## src/rtl/mwa_pkg.sv

```systemverilog
// ----------------------------------------------------------------------------
// mwa_pkg
// Shared constants, register indexes and types of the moisture window
// averager.
// ----------------------------------------------------------------------------
package mwa_pkg;

    // Window and sample geometry.
    localparam int WINDOW      = 60;
    localparam int SAMPLE_BITS = 12;
    localparam int SAMPLE_W    = 12;
    localparam int CNT_W       = $clog2(WINDOW + 1);

    // Field widths.
    localparam int LEVEL_W   = 12;
    localparam int MINPCT_W  = 7;
    localparam int SUM_W     = 18;
    localparam int OFFCNT_W  = 6;
    localparam int AVG_W     = 13;
    localparam int PCT_W     = 8;

    localparam logic [SAMPLE_W-1:0] SAMPLE_MASK = SAMPLE_W'((1 << SAMPLE_BITS) - 1);

    // Configuration port.
    localparam int CFG_IDX_W  = 3;
    localparam int CFG_DATA_W = 12;

    localparam logic [CFG_IDX_W-1:0] REG_DRY_LEVEL   = 3'd0;
    localparam logic [CFG_IDX_W-1:0] REG_WET_LEVEL   = 3'd1;
    localparam logic [CFG_IDX_W-1:0] REG_HIGH_MARGIN = 3'd2;
    localparam logic [CFG_IDX_W-1:0] REG_LOW_MARGIN  = 3'd3;
    localparam logic [CFG_IDX_W-1:0] REG_MIN_PERCENT = 3'd4;

    localparam logic [LEVEL_W-1:0]  DRY_RESET    = 12'd2100;
    localparam logic [LEVEL_W-1:0]  WET_RESET    = 12'd1150;
    localparam logic [LEVEL_W-1:0]  HIGH_RESET   = 12'd500;
    localparam logic [LEVEL_W-1:0]  LOW_RESET    = 12'd2000;
    localparam logic [MINPCT_W-1:0] MINPCT_RESET = 7'd30;

    // Percentage scaling.
    localparam logic signed [19:0] PCT_SCALE = 20'sd100;
    localparam logic [6:0]         PCT_MAX   = 7'd100;

    // Shared restoring divider.
    localparam int DIV_N_W   = 19;
    localparam int DIV_D_W   = 12;
    localparam int DIV_CNT_W = $clog2(DIV_N_W + 1);

    // Job queue between front and back.
    localparam int QUEUE_DEPTH = 2;
    localparam int QPTR_W      = $clog2(QUEUE_DEPTH);
    localparam int QCNT_W      = $clog2(QUEUE_DEPTH + 1);

    // One finished window handed from the front to the back.
    typedef struct packed {
        logic [SUM_W-1:0]    valid_sum;
        logic [CNT_W-1:0]    valid_cnt;
        logic [OFFCNT_W-1:0] off_cnt;
        logic [SUM_W-1:0]    off_sum;
        logic [LEVEL_W-1:0]  dry;
        logic [LEVEL_W-1:0]  wet;
        logic [MINPCT_W-1:0] min_pct;
    } job_t;

    // Divider request and response.
    typedef struct packed {
        logic               start;
        logic [DIV_N_W-1:0] dividend;
        logic [DIV_D_W-1:0] divisor;
    } div_req_t;

    typedef struct packed {
        logic               done;
        logic [DIV_N_W-1:0] quotient;
    } div_rsp_t;

endpackage

```

## src/rtl/mwa_if.sv

```systemverilog
// ----------------------------------------------------------------------------
// mwa_if
// Valid/ready channels of the moisture window averager: one for samples,
// one for window results.
// ----------------------------------------------------------------------------
interface mwa_sample_if;
    logic        valid;
    logic        ready;
    logic [11:0] sample;

    modport source (output valid, output sample, input ready);
    modport sink   (input valid, input sample, output ready);
endinterface

interface mwa_result_if;
    logic               valid;
    logic               ready;
    logic signed [12:0] average;
    logic signed [7:0]  percent;
    logic [5:0]         offscale_count;
    logic [17:0]        offscale_sum;
    logic               low_moisture;
    logic               no_valid;
    logic               calib_error;

    modport source (output valid, output average, output percent, output offscale_count,
                    output offscale_sum, output low_moisture, output no_valid,
                    output calib_error, input ready);
    modport sink   (input valid, input average, input percent, input offscale_count,
                    input offscale_sum, input low_moisture, input no_valid,
                    input calib_error, output ready);
endinterface

```

## src/rtl/mwa_front.sv

```systemverilog
// ----------------------------------------------------------------------------
// mwa_front
// Holds the configuration registers, classifies each sample as off-scale or
// valid, accumulates the window and pushes a job at the end of each window.
// ----------------------------------------------------------------------------
module mwa_front
    import mwa_pkg::*;
(
    input  logic                  clk,
    input  logic                  rst_n,
    input  logic                  cfg_we,
    input  logic [CFG_IDX_W-1:0]  cfg_index,
    input  logic [CFG_DATA_W-1:0] cfg_data,
    mwa_sample_if.sink            sample_in,
    output logic                  push_valid,
    input  logic                  push_ready,
    output job_t                  push_job
);

    logic [LEVEL_W-1:0]  dry_reg;
    logic [LEVEL_W-1:0]  wet_reg;
    logic [LEVEL_W-1:0]  high_reg;
    logic [LEVEL_W-1:0]  low_reg;
    logic [MINPCT_W-1:0] min_pct_reg;

    logic [SUM_W-1:0]    valid_sum_reg;
    logic [SUM_W-1:0]    valid_sum_next;
    logic [SUM_W-1:0]    off_sum_reg;
    logic [SUM_W-1:0]    off_sum_next;
    logic [CNT_W-1:0]    off_cnt_reg;
    logic [CNT_W-1:0]    off_cnt_next;
    logic [CNT_W-1:0]    index_reg;

    logic [SAMPLE_W-1:0]  s;
    logic [LEVEL_W:0]     hi_lim;
    logic signed [13:0]   lo_lim;
    logic                 reject;
    logic [LEVEL_W-1:0]   clamp_val;
    logic                 last;
    logic                 accept;

    // Configuration registers.
    always_ff @(posedge clk or negedge rst_n)
    begin
        if (!rst_n)
        begin
            dry_reg     <= DRY_RESET;
            wet_reg     <= WET_RESET;
            high_reg    <= HIGH_RESET;
            low_reg     <= LOW_RESET;
            min_pct_reg <= MINPCT_RESET;
        end
        else if (cfg_we)
        begin
            case (cfg_index)
                REG_DRY_LEVEL:   dry_reg     <= cfg_data[LEVEL_W-1:0];
                REG_WET_LEVEL:   wet_reg     <= cfg_data[LEVEL_W-1:0];
                REG_HIGH_MARGIN: high_reg    <= cfg_data[LEVEL_W-1:0];
                REG_LOW_MARGIN:  low_reg     <= cfg_data[LEVEL_W-1:0];
                REG_MIN_PERCENT: min_pct_reg <= cfg_data[MINPCT_W-1:0];
                default: ;
            endcase
        end
    end

    // Classify the sample and clamp valid ones to the calibration range.
    always_comb
    begin
        s         = sample_in.sample & SAMPLE_MASK;
        hi_lim    = {1'b0, dry_reg} + {1'b0, high_reg};
        lo_lim    = $signed({2'b00, wet_reg}) - $signed({2'b00, low_reg});
        reject    = ({1'b0, s} > hi_lim) || ($signed({2'b00, s}) < lo_lim);
        if (s < wet_reg)
            clamp_val = wet_reg;
        else if (s > dry_reg)
            clamp_val = dry_reg;
        else
            clamp_val = s;

        valid_sum_next = reject ? valid_sum_reg : valid_sum_reg + SUM_W'(clamp_val);
        off_sum_next   = reject ? off_sum_reg + SUM_W'(s) : off_sum_reg;
        off_cnt_next   = reject ? off_cnt_reg + CNT_W'(1) : off_cnt_reg;
        last           = (index_reg == CNT_W'(WINDOW - 1));
    end

    // A sample is taken whenever the queue has room for a possible job.
    assign sample_in.ready = push_ready;
    assign accept          = sample_in.valid && push_ready;
    assign push_valid      = accept && last;

    always_comb
    begin
        push_job.valid_sum = valid_sum_next;
        push_job.valid_cnt = CNT_W'(WINDOW) - off_cnt_next;
        push_job.off_cnt   = OFFCNT_W'(off_cnt_next);
        push_job.off_sum   = off_sum_next;
        push_job.dry       = dry_reg;
        push_job.wet       = wet_reg;
        push_job.min_pct   = min_pct_reg;
    end

    // Window accumulators.
    always_ff @(posedge clk or negedge rst_n)
    begin
        if (!rst_n)
        begin
            valid_sum_reg <= '0;
            off_sum_reg   <= '0;
            off_cnt_reg   <= '0;
            index_reg     <= '0;
        end
        else if (accept)
        begin
            if (last)
            begin
                valid_sum_reg <= '0;
                off_sum_reg   <= '0;
                off_cnt_reg   <= '0;
                index_reg     <= '0;
            end
            else
            begin
                valid_sum_reg <= valid_sum_next;
                off_sum_reg   <= off_sum_next;
                off_cnt_reg   <= off_cnt_next;
                index_reg     <= index_reg + CNT_W'(1);
            end
        end
    end

endmodule

```

## src/rtl/mwa_queue.sv

```systemverilog
// ----------------------------------------------------------------------------
// mwa_queue
// Short FIFO of finished windows between the front and the back.
// ----------------------------------------------------------------------------
module mwa_queue
    import mwa_pkg::*;
(
    input  logic clk,
    input  logic rst_n,
    input  logic push_valid,
    output logic push_ready,
    input  job_t push_job,
    output logic pop_valid,
    input  logic pop_ready,
    output job_t pop_job
);

    job_t              entries [QUEUE_DEPTH];
    logic [QPTR_W-1:0] wr_ptr_reg;
    logic [QPTR_W-1:0] rd_ptr_reg;
    logic [QCNT_W-1:0] count_reg;
    logic              do_push;
    logic              do_pop;

    assign push_ready = (count_reg != QCNT_W'(QUEUE_DEPTH));
    assign pop_valid  = (count_reg != '0);
    assign pop_job    = entries[rd_ptr_reg];
    assign do_push    = push_valid && push_ready;
    assign do_pop     = pop_valid && pop_ready;

    // Storage.
    always_ff @(posedge clk)
    begin
        if (do_push)
            entries[wr_ptr_reg] <= push_job;
    end

    // Pointers and fill count.
    always_ff @(posedge clk or negedge rst_n)
    begin
        if (!rst_n)
        begin
            wr_ptr_reg <= '0;
            rd_ptr_reg <= '0;
            count_reg  <= '0;
        end
        else
        begin
            if (do_push)
                wr_ptr_reg <= (wr_ptr_reg == QPTR_W'(QUEUE_DEPTH - 1)) ? '0
                                                                      : wr_ptr_reg + QPTR_W'(1);
            if (do_pop)
                rd_ptr_reg <= (rd_ptr_reg == QPTR_W'(QUEUE_DEPTH - 1)) ? '0
                                                                      : rd_ptr_reg + QPTR_W'(1);
            if (do_push && !do_pop)
                count_reg <= count_reg + QCNT_W'(1);
            else if (do_pop && !do_push)
                count_reg <= count_reg - QCNT_W'(1);
        end
    end

endmodule

```

## src/rtl/mwa_div.sv

```systemverilog
// ----------------------------------------------------------------------------
// mwa_div
// Unsigned restoring divider, one quotient bit per cycle. Shared by the
// average and the percentage computations.
// ----------------------------------------------------------------------------
module mwa_div
    import mwa_pkg::*;
(
    input  logic     clk,
    input  logic     rst_n,
    input  div_req_t req,
    output div_rsp_t rsp
);

    logic [DIV_D_W-1:0]   rem_reg;
    logic [DIV_N_W-1:0]   quo_reg;
    logic [DIV_D_W-1:0]   dsr_reg;
    logic [DIV_CNT_W-1:0] count_reg;
    logic                 busy_reg;
    logic                 done_reg;

    logic [DIV_D_W:0]     rem_shift;
    logic [DIV_D_W+1:0]   diff;
    logic                 ge;

    // One restoring step.
    always_comb
    begin
        rem_shift = {rem_reg, quo_reg[DIV_N_W-1]};
        diff      = {1'b0, rem_shift} - {2'b00, dsr_reg};
        ge        = !diff[DIV_D_W+1];
    end

    // Data path.
    always_ff @(posedge clk)
    begin
        if (req.start)
        begin
            rem_reg <= '0;
            quo_reg <= req.dividend;
            dsr_reg <= req.divisor;
        end
        else if (busy_reg)
        begin
            rem_reg <= ge ? diff[DIV_D_W-1:0] : rem_shift[DIV_D_W-1:0];
            quo_reg <= {quo_reg[DIV_N_W-2:0], ge};
        end
    end

    // Step counter.
    always_ff @(posedge clk or negedge rst_n)
    begin
        if (!rst_n)
        begin
            busy_reg  <= 1'b0;
            done_reg  <= 1'b0;
            count_reg <= '0;
        end
        else
        begin
            done_reg <= busy_reg && (count_reg == DIV_CNT_W'(1));
            if (req.start)
            begin
                busy_reg  <= 1'b1;
                count_reg <= DIV_CNT_W'(DIV_N_W);
            end
            else if (busy_reg)
            begin
                count_reg <= count_reg - DIV_CNT_W'(1);
                if (count_reg == DIV_CNT_W'(1))
                    busy_reg <= 1'b0;
            end
        end
    end

    assign rsp.done     = done_reg;
    assign rsp.quotient = quo_reg;

endmodule

```

## src/rtl/mwa_back.sv

```systemverilog
// ----------------------------------------------------------------------------
// mwa_back
// Takes one finished window at a time, divides out the average, maps it to a
// percentage and loads the result register.
// ----------------------------------------------------------------------------
module mwa_back
    import mwa_pkg::*;
(
    input  logic        clk,
    input  logic        rst_n,
    input  logic        pop_valid,
    output logic        pop_ready,
    input  job_t        pop_job,
    mwa_result_if.source result_out
);

    localparam logic [2:0] ST_IDLE   = 3'd0;
    localparam logic [2:0] ST_AVG    = 3'd1;
    localparam logic [2:0] ST_MUL    = 3'd2;
    localparam logic [2:0] ST_PCT_GO = 3'd3;
    localparam logic [2:0] ST_PCT    = 3'd4;
    localparam logic [2:0] ST_DONE   = 3'd5;

    logic [2:0]                state_reg;
    logic [2:0]                state_next;
    job_t                      job_reg;
    logic                      none_reg;
    logic signed [AVG_W-1:0]   avg_reg;
    logic signed [PCT_W-1:0]   pct_reg;
    logic [DIV_N_W-1:0]        num_mag_reg;
    logic [DIV_D_W-1:0]        den_mag_reg;
    logic                      neg_reg;

    logic                      out_valid_reg;
    logic signed [AVG_W-1:0]   out_avg_reg;
    logic signed [PCT_W-1:0]   out_pct_reg;
    logic [OFFCNT_W-1:0]       out_off_cnt_reg;
    logic [SUM_W-1:0]          out_off_sum_reg;
    logic                      out_low_reg;
    logic                      out_none_reg;
    logic                      out_calib_reg;

    div_req_t                  div_req;
    div_rsp_t                  div_rsp;

    logic                      take;
    logic                      calib;
    logic                      load_out;
    logic signed [AVG_W-1:0]   delta;
    logic signed [19:0]        prod;
    logic signed [AVG_W-1:0]   den;

    mwa_div u_div (
        .clk   (clk),
        .rst_n (rst_n),
        .req   (div_req),
        .rsp   (div_rsp)
    );

    assign pop_ready = (state_reg == ST_IDLE);
    assign take      = pop_valid && pop_ready;
    assign calib     = (job_reg.dry == job_reg.wet);
    assign load_out  = (state_reg == ST_DONE) && (!out_valid_reg || result_out.ready);

    // Scaled distance from the dry level and the calibration span.
    always_comb
    begin
        delta = $signed({1'b0, avg_reg[LEVEL_W-1:0]}) - $signed({1'b0, job_reg.dry});
        prod  = 20'($signed({{7{delta[AVG_W-1]}}, delta}) * PCT_SCALE);
        den   = $signed({1'b0, job_reg.wet}) - $signed({1'b0, job_reg.dry});
    end

    // Divider requests: the average first, then the percentage.
    always_comb
    begin
        div_req.start    = 1'b0;
        div_req.dividend = {1'b0, pop_job.valid_sum};
        div_req.divisor  = DIV_D_W'(pop_job.valid_cnt);
        if (state_reg == ST_IDLE)
        begin
            div_req.start = take && (pop_job.valid_cnt != '0);
        end
        else if (state_reg == ST_PCT_GO)
        begin
            div_req.start    = 1'b1;
            div_req.dividend = num_mag_reg;
            div_req.divisor  = den_mag_reg;
        end
    end

    // Sequencer.
    always_comb
    begin
        state_next = state_reg;
        case (state_reg)
            ST_IDLE:
            begin
                if (take)
                    state_next = (pop_job.valid_cnt == '0) ? ST_DONE : ST_AVG;
            end
            ST_AVG:
            begin
                if (div_rsp.done)
                    state_next = calib ? ST_DONE : ST_MUL;
            end
            ST_MUL:    state_next = ST_PCT_GO;
            ST_PCT_GO: state_next = ST_PCT;
            ST_PCT:
            begin
                if (div_rsp.done)
                    state_next = ST_DONE;
            end
            ST_DONE:
            begin
                if (load_out)
                    state_next = ST_IDLE;
            end
            default:   state_next = ST_IDLE;
        endcase
    end

    always_ff @(posedge clk or negedge rst_n)
    begin
        if (!rst_n)
            state_reg <= ST_IDLE;
        else
            state_reg <= state_next;
    end

    // Working registers of the current window.
    always_ff @(posedge clk)
    begin
        if (take)
        begin
            job_reg  <= pop_job;
            none_reg <= (pop_job.valid_cnt == '0);
            avg_reg  <= -AVG_W'(1);
            pct_reg  <= -PCT_W'(1);
        end
        if ((state_reg == ST_AVG) && div_rsp.done)
        begin
            avg_reg <= $signed({1'b0, div_rsp.quotient[LEVEL_W-1:0]});
            pct_reg <= '0;
        end
        if (state_reg == ST_MUL)
        begin
            neg_reg     <= prod[19] ^ den[AVG_W-1];
            num_mag_reg <= prod[19] ? DIV_N_W'(-prod) : prod[DIV_N_W-1:0];
            den_mag_reg <= den[AVG_W-1] ? DIV_D_W'(-den) : den[DIV_D_W-1:0];
        end
        if ((state_reg == ST_PCT) && div_rsp.done)
        begin
            // Negative quotients saturate to zero, large ones to one hundred.
            if (neg_reg)
                pct_reg <= '0;
            else if (div_rsp.quotient > DIV_N_W'(PCT_MAX))
                pct_reg <= $signed({1'b0, PCT_MAX});
            else
                pct_reg <= $signed({1'b0, div_rsp.quotient[6:0]});
        end
    end

    // Result register.
    always_ff @(posedge clk)
    begin
        if (load_out)
        begin
            out_avg_reg     <= avg_reg;
            out_pct_reg     <= pct_reg;
            out_off_cnt_reg <= job_reg.off_cnt;
            out_off_sum_reg <= job_reg.off_sum;
            out_low_reg     <= (pct_reg < $signed({1'b0, job_reg.min_pct}));
            out_none_reg    <= none_reg;
            out_calib_reg   <= calib;
        end
    end

    always_ff @(posedge clk or negedge rst_n)
    begin
        if (!rst_n)
            out_valid_reg <= 1'b0;
        else if (load_out)
            out_valid_reg <= 1'b1;
        else if (result_out.ready)
            out_valid_reg <= 1'b0;
    end

    assign result_out.valid          = out_valid_reg;
    assign result_out.average        = out_avg_reg;
    assign result_out.percent        = out_pct_reg;
    assign result_out.offscale_count = out_off_cnt_reg;
    assign result_out.offscale_sum   = out_off_sum_reg;
    assign result_out.low_moisture   = out_low_reg;
    assign result_out.no_valid       = out_none_reg;
    assign result_out.calib_error    = out_calib_reg;

endmodule

```

## src/rtl/moisture_window_averager.sv

```systemverilog
// ----------------------------------------------------------------------------
// moisture_window_averager
// Windowed average of moisture samples with off-scale rejection and a
// calibrated percentage.
// ----------------------------------------------------------------------------
// Throughput: one sample item per cycle; a two-entry job queue holds finished
// windows while the back is busy, and samples stall only when it is full.
// Result: after the last sample of a window the back runs two 19-step divider
// passes (average, then percentage), only the average pass with equal
// calibration levels and none when no sample is valid.
// Reset: registers return to defaults, accumulators clear, queue and result empty.
module moisture_window_averager
    import mwa_pkg::*;
(
    input  logic                  clk,
    input  logic                  rst_n,
    input  logic                  cfg_we,
    input  logic [CFG_IDX_W-1:0]  cfg_index,
    input  logic [CFG_DATA_W-1:0] cfg_data,
    mwa_sample_if.sink            sample_in,
    mwa_result_if.source          result_out
);

    logic push_valid;
    logic push_ready;
    job_t push_job;
    logic pop_valid;
    logic pop_ready;
    job_t pop_job;

    // Accumulation and classification.
    mwa_front u_front (
        .clk        (clk),
        .rst_n      (rst_n),
        .cfg_we     (cfg_we),
        .cfg_index  (cfg_index),
        .cfg_data   (cfg_data),
        .sample_in  (sample_in),
        .push_valid (push_valid),
        .push_ready (push_ready),
        .push_job   (push_job)
    );

    // Finished windows waiting for the back.
    mwa_queue u_queue (
        .clk        (clk),
        .rst_n      (rst_n),
        .push_valid (push_valid),
        .push_ready (push_ready),
        .push_job   (push_job),
        .pop_valid  (pop_valid),
        .pop_ready  (pop_ready),
        .pop_job    (pop_job)
    );

    // Division, mapping and the result register.
    mwa_back u_back (
        .clk        (clk),
        .rst_n      (rst_n),
        .pop_valid  (pop_valid),
        .pop_ready  (pop_ready),
        .pop_job    (pop_job),
        .result_out (result_out)
    );

endmodule

```

## src/flat_wrapper.sv

```systemverilog
// flat-port wrapper written by rule: the top's interface ports become plain ports
module moisture_window_averager_flat import mwa_pkg::*;
  (clk, rst_n, cfg_we, cfg_index, cfg_data, sample_in_valid, sample_in_sample, sample_in_ready, result_out_valid, result_out_average, result_out_percent, result_out_offscale_count, result_out_offscale_sum, result_out_low_moisture, result_out_no_valid, result_out_calib_error, result_out_ready);
  mwa_sample_if sample_in_i ();
  mwa_result_if result_out_i ();
  input  logic clk;
  input  logic rst_n;
  input  logic cfg_we;
  input  logic [CFG_IDX_W-1:0] cfg_index;
  input  logic [CFG_DATA_W-1:0] cfg_data;
  input wire logic [$bits(sample_in_i.valid)-1:0] sample_in_valid;
  input wire logic [$bits(sample_in_i.sample)-1:0] sample_in_sample;
  output wire logic [$bits(sample_in_i.ready)-1:0] sample_in_ready;
  output wire logic [$bits(result_out_i.valid)-1:0] result_out_valid;
  output wire logic [$bits(result_out_i.average)-1:0] result_out_average;
  output wire logic [$bits(result_out_i.percent)-1:0] result_out_percent;
  output wire logic [$bits(result_out_i.offscale_count)-1:0] result_out_offscale_count;
  output wire logic [$bits(result_out_i.offscale_sum)-1:0] result_out_offscale_sum;
  output wire logic [$bits(result_out_i.low_moisture)-1:0] result_out_low_moisture;
  output wire logic [$bits(result_out_i.no_valid)-1:0] result_out_no_valid;
  output wire logic [$bits(result_out_i.calib_error)-1:0] result_out_calib_error;
  input wire logic [$bits(result_out_i.ready)-1:0] result_out_ready;
  assign sample_in_i.valid = sample_in_valid;
  assign sample_in_i.sample = sample_in_sample;
  assign sample_in_ready = sample_in_i.ready;
  assign result_out_valid = result_out_i.valid;
  assign result_out_average = result_out_i.average;
  assign result_out_percent = result_out_i.percent;
  assign result_out_offscale_count = result_out_i.offscale_count;
  assign result_out_offscale_sum = result_out_i.offscale_sum;
  assign result_out_low_moisture = result_out_i.low_moisture;
  assign result_out_no_valid = result_out_i.no_valid;
  assign result_out_calib_error = result_out_i.calib_error;
  assign result_out_i.ready = result_out_ready;
  moisture_window_averager u_core (.clk(clk), .rst_n(rst_n), .cfg_we(cfg_we), .cfg_index(cfg_index), .cfg_data(cfg_data), .sample_in(sample_in_i), .result_out(result_out_i));
endmodule
```

## config.mk

```make
export PLATFORM = sky130hd
export DESIGN_NAME = moisture_window_averager_flat
export DESIGN_NICKNAME = d
export VERILOG_FILES = /design/src/rtl/mwa_pkg.sv /design/src/rtl/mwa_if.sv /design/src/rtl/mwa_front.sv /design/src/rtl/mwa_queue.sv /design/src/rtl/mwa_div.sv /design/src/rtl/mwa_back.sv /design/src/rtl/moisture_window_averager.sv /design/src/flat_wrapper.sv
export SDC_FILE = /design/constraint.sdc
export NUM_CORES = 1
export LEC_CHECK = 0
export BUFFER_PORTS_ARGS = -buffer_cell sky130_fd_sc_hd__buf_4
export CORE_MARGIN = 2
export CORE_UTILIZATION = 50
export DETAILED_ROUTE_END_ITERATION = 10
export PLACE_DENSITY_LB_ADDON = 0.08
export RECOVER_POWER = 100
export SYNTH_ARGS = -nofsm -noshare
export SYNTH_HDL_FRONTEND = slang
export SYNTH_SLANG_ARGS = --single-unit
```

## constraint.sdc

```tcl
create_clock -name clk -period 8.9 [get_ports clk]
set_input_delay 0.445 -clock clk [delete_from_list [all_inputs] [get_ports clk]]
set_output_delay 0.445 -clock clk [all_outputs]
set_load 0.005 [all_outputs]
```

# Word level (Yosys, flattened, before mapping)
# Memory sizes are Yosys's and may differ from the RTL's.
# Cells that the tools add are included.
# op_classes
mul	1
n_bitwise	2
n_eq_ne	17
n_lt_le_gt_ge	6
reduce_logical	34
mux	44
add_sub_neg	17
# op_table
op	n
12-bit two-way mux	6
18-bit two-way mux	4
19-bit two-way mux	3
12-bit by 12-bit subtractor with 13-bit output	3
18-bit by 12-bit adder with 18-bit output	2
32-bit two-way mux	1
31-bit two-way mux	1
8-bit two-way mux	3
19-bit by 7-bit greater-than comparator with 1-bit output, second input constant	1
19-bit negator	1
13-bit by 6-bit multiplier with 18-bit output, second input constant	1
3-bit two-way mux	6
6-bit two-way mux	3
3-bit one-hot mux with 6 select lines	1
7-bit two-way mux	2
13-bit by 12-bit subtractor with 14-bit output	1
12-bit by 12-bit adder with 13-bit output	1
12-bit by 13-bit greater-than comparator with 1-bit output	1
13-bit less-than comparator	1
6-bit by 1-bit adder with 6-bit output, second input constant	2
12-bit == test	1
3-bit by 2-bit == test with 1-bit output, second input constant	4
12-bit greater-than comparator	1
12-bit less-than comparator	1
29 further kinds	70
# totals
register_bits	318
in_bits	32
ramBits	158
memories	1
out_inout_bits	50
elab_cells	163
# mem_list
memory	words	word_bits	rd	rd_ports_with_merged_regs	wr	line	text
u_core.u_queue.entries	2	79	1	0	1	mwa_queue.sv:18	job_t entries [QUEUE_DEPTH];

# Depth between registers and ports, before layout
# depth
depth_word	8
mapped_depth	25
mapped_depth_nobuf	23

# By module
# Synthesis repeated with hierarchy kept, for this count alone.
# hier_totals
hier_cells	2123
area_unflattened_um2	25913.6
# by_module_without_submodules
module	cells_each	seq_area_each_um2	instances	area_per_inst_um2
mwa_back	759	4744.6	1	8863.5
mwa_front	865	2611.3	1	8054.0
mwa_queue	264	4844.6	1	6296.0
mwa_div	235	1346.3	1	2700.1

# Worst setup path after synthesis
# Ideal clock, no wire load.
# synth_path
kind	reg-to-reg
from	register u_core.u_front.index_reg[0]
to	memory u_core.u_queue.entries[0][0] in the netlist's numbering (enable)
arrival_ns	6.674
n_path_buf	2
setup_slack_ns	1.617
period_less_slack_ns	7.283
setup_ns	0.610
required_time_ns	8.290
path_stages_with_launch	7
cell_sequence	dfrtp_1 > ha_1 > nand2_1 > or3_1 > clkbuf_1 > buf_1 > nor3_1
# synth_between
elab_chain_cells	5
# synth_lines
item	line	text
start, declared	mwa_front.sv:32	logic [CNT_W-1:0] index_reg;
start signal, assigned	mwa_front.sv:126	index_reg <= index_reg + CNT_W'(1);
6-bit == test	mwa_front.sv:83	last = (index_reg == CNT_W'(WINDOW - 1));
1-bit logical AND	mwa_front.sv:89	assign push_valid = accept && last;
1-bit logical AND	mwa_queue.sv:28	assign do_push = push_valid && push_ready;
1-bit two-way mux	mwa_queue.sv:34	if (do_push)
1-bit two-way mux (implied by the code)	mwa_queue.sv:35	entries[wr_ptr_reg] <= push_job;
end, declared	mwa_queue.sv:18	
# Every way passes these cells.

# Final worst setup path
# layout_path
from	register u_core.u_queue.rd_ptr_reg
to	register u_core.u_back.u_div.quo_reg[5] (enable)
# layout_between
elab_chain_cells	5
# layout_lines
item	line	text
start, declared	mwa_queue.sv:20	logic [QPTR_W-1:0] rd_ptr_reg;
start signal, assigned	mwa_queue.sv:53	rd_ptr_reg <= (rd_ptr_reg == QPTR_W'(QUEUE_DEPTH - 1)) ? '0
memory read 2 x 79 bit	--	
6-bit nonzero test	mwa_back.sv:81	div_req.start = take && (pop_job.valid_cnt != '0);
1-bit logical AND	mwa_back.sv:81	
1-bit two-way mux	mwa_back.sv:79	if (state_reg == ST_IDLE)
2-bit nonzero test (no source line)	--	
end signal, assigned	mwa_div.sv:40	quo_reg <= req.dividend;
end signal, assigned	mwa_div.sv:46	quo_reg <= {quo_reg[DIV_N_W-2:0], ge};
end, declared	mwa_div.sv:16	logic [DIV_N_W-1:0] quo_reg;
# Every way passes these cells.
# A chain may end at the register's enable or synchronous reset.

==> impl_results.md <==
* GRT Total Usage at 0.224
* Initial Utilization at 0.508
* 1st-pass router iterations at 5
* Proportion of layout cells with a drive suffix above 1 at 0.120
* Wirelength per Cell at 19.5 µm
* # IOs at 82
* Register area share after synthesis at 0.540
* Mapped cell area at 25000 µm²
* Leading area contributor after synthesis: edfxtp_1
* Core area at 49200 µm²
* Share of Yosys cell area claimed by the top area cell type at 0.410
* CTS H-Tree Depth at 2
* Headroom to the max-slew limit at -1.62
* Drt total wl at 56400 µm
* Grt ovf at 0
* Area delta synth->final at 11.6%
* # diodes at 0
* Worst-Margin Slew at 3.93 ns
* Unrepaired setup endpoints after global routing: no
* Routed vias at 16300
* CP required at 9.04 ns
* Core Rows at 81
* Syn avg cell area at 11.9 µm²
* Yosys synthesis warning count at 0
* Critical Path End Type: flip-flop
* Root buf cell: clkbuf_16
* Final cycle utilization of the critical path at 0.763
* Port bufs at 81
* Vias in the first global route at 16200
* Post-cts resize count at 0
* First-pass GRT wire length at 89500 µm
* Crit path max fanout at 61
* Mapped Cells at 2098
* DRC at 0
* Largest buffer count on any clock path at 3
* Status: finished with violations
* Ys flop type: edfxtp_1
* DP Cell Count at 2801
* Dominant cells by area after synthesis: edfxtp_1 (41%), ha_1 (9.5%), dfrtp_1 (9.1%)
* Clock sinks at 472
* Share of synthesized registers carrying an async set or reset at 0.250
* Non-filler cells, final at 2896
* FILL cells at 4168
* Worst skew pair latency at 0.61 ns
* Skew final at 0.0192 ns
* Synth unique cells at 77
* Clock Pin Slew Worst Setup and Hold Paths at 0.06 ns
* Hold Path Class: input pin to flip-flop
* Die Y at 227 µm
* Chip width at 227 µm
* Pins over their slew limit at 431
* Initial antenna violation count at 0
* DP Wirelength at 40400 µm
* Post-CTS setup buffer count at 0
* Placer Congestion at 0.889
* First DRT Iteration DRCs at 1104
* Final net count at 2423
* Failing checks: capacitance limit, slew limit
* CTS buffer count at 50
* Total negative slack at 0 ns
* Final ANT Viol Nets at 0
* Startpoint type of the worst setup path: flip-flop
* Worst EP arrival at 6.93 ns
* Fin crit period at 6.79 ns
* EDFF count, synth at 341
* Via/cell ratio at 5.62
* Yosys reg bits at 472
* Critical path class: flip-flop to flip-flop
* Final-report setup violation count at 0
* Max frequency at 0.147 GHz
* Die area at 51700 µm²
* Max-Cap Viols at 11
* Endpoints failing hold at 0
* Net Count, Synth at 2331
* Largest register FFs at 156
* CTS tree: yes
* Pin count of the biggest net entering global routing at 62
## repair_timing
action                                  4_1_cts  5_1_grt
hold buffers                                  1        0
endpoints found under the setup margin        0        0
hold endpoints to repair                     35        0
## final timing paths
kind	startpoint	to	slack, ns	cells after the start
hold / removal	cfg_data[10]	u_core.u_front.wet_reg[10]	0.09	3
hold reg to reg	u_core.u_back.job_reg[44]	u_core.u_back.result_out.offscale_sum[13]	0.42	0
min in group asynchronous	rst_n	u_core.u_front.high_reg[0]	1.62	2
setup reg to reg	u_core.u_queue.rd_ptr_reg	u_core.u_back.u_div.quo_reg[5]	2.11	6
setup / recovery	u_core.u_queue.rd_ptr_reg	u_core.u_back.u_div.quo_reg[5]	2.11	6
max in group asynchronous	rst_n	u_core.u_front.low_reg[11]	4.93	3
## cell type report
| cell class | instances | area (µm²) | area share |
|---|---|---|---|
| sequential | 472 | 13500 | 0.484 |
| multi-input combinational | 1437 | 10800 | 0.386 |
| clock buffer | 65 | 1330 | 0.0477 |
| tap | 664 | 831 | 0.0298 |
| timing repair buffer | 103 | 689 | 0.0248 |
| inverter | 126 | 473 | 0.0170 |
| clock inverter | 29 | 294 | 0.0106 |
## critical path: stages (launching register included)
cell and delay, ns:
dfrtp_1 0.96, clkbuf_1 2.81, mux2i_1 0.62, o21ai_0 0.41, a21oi_1 0.24, clkbuf_1 0.55
nand2b_1 0.71
## cell usage after synthesis (all sizes together), types with 10 or more instances
| master | count |
|---|---|
| edfxtp | 341 |
| nand2 | 150 |
| and2 | 10 |
| a21o | 35 |
| ha | 189 |
| a22o | 19 |
| xnor2 | 80 |
| a211oi | 14 |
| dfstp | 27 |
| nand3 | 31 |
| nor3 | 36 |
| nor2 | 125 |
| xor2 | 55 |
| clkbuf | 54 |
| dfrtp | 91 |
| nor2b | 28 |
| fa | 12 |
| dfxtp | 13 |
| o211ai | 12 |
| mux2i | 55 |
| o21ai | 138 |
| o21a | 19 |
| nand4 | 11 |
| mux2 | 103 |
| a31oi | 14 |
| and3 | 18 |
| nand2b | 26 |
| or3 | 26 |
| inv | 126 |
| a21oi | 107 |
## layer usage
metal  global-route usage  wire (µm)  vias to the layer above
li1                     -          -                     7905
met1                0.310      26100                     7984
met2                0.368      26700                      287
met3               0.0281       2050                       92
met4               0.0751       1610                        0
met5                    0          0                        -
## cells by family after synthesis
| group | share of synthesized area |
|---|---|
| AOI/OAI and AO/OA | 0.113 |
| xor gates and xnor gates | 0.0474 |
| adders and majority gates | 0.104 |
| buffers and inverters | 0.0290 |
| DFF | 0.540 |
| muxes | 0.0685 |
| and+or+nand+nor | 0.0975 |
## cells in the final DEF (no fill, tap or decap), types with 80 or more instances in the layout
cell type / count
a21oi_1: 107
nand2_1: 150
dfrtp_1: 91
nor2_1: 123
o21ai_0: 137
xnor2_1: 80
mux2_2: 80
ha_1: 189
inv_1: 126
edfxtp_1: 341
## stage by stage
step | utilization | setup WS [ns] | area, µm² | hold slack (ns)
detailed placement | 0.536 | 3.29 | 26300 | 0.405
global route | 0.567 | 1.47 | 27900 | 0.0925
finish | 0.567 | 2.11 | 27900 | 0.0933
CTS | 0.569 | 3.25 | 28000 | 0.0544
global placement | 0.536 | 3.46 | 26300 | 0.404
floorplan | - | 1.62 | 25000 | 0.149
Power is left out: the tool's default activity adds up to more than one toggle a clock period on the data nets, which glitch-free logic cannot reach.
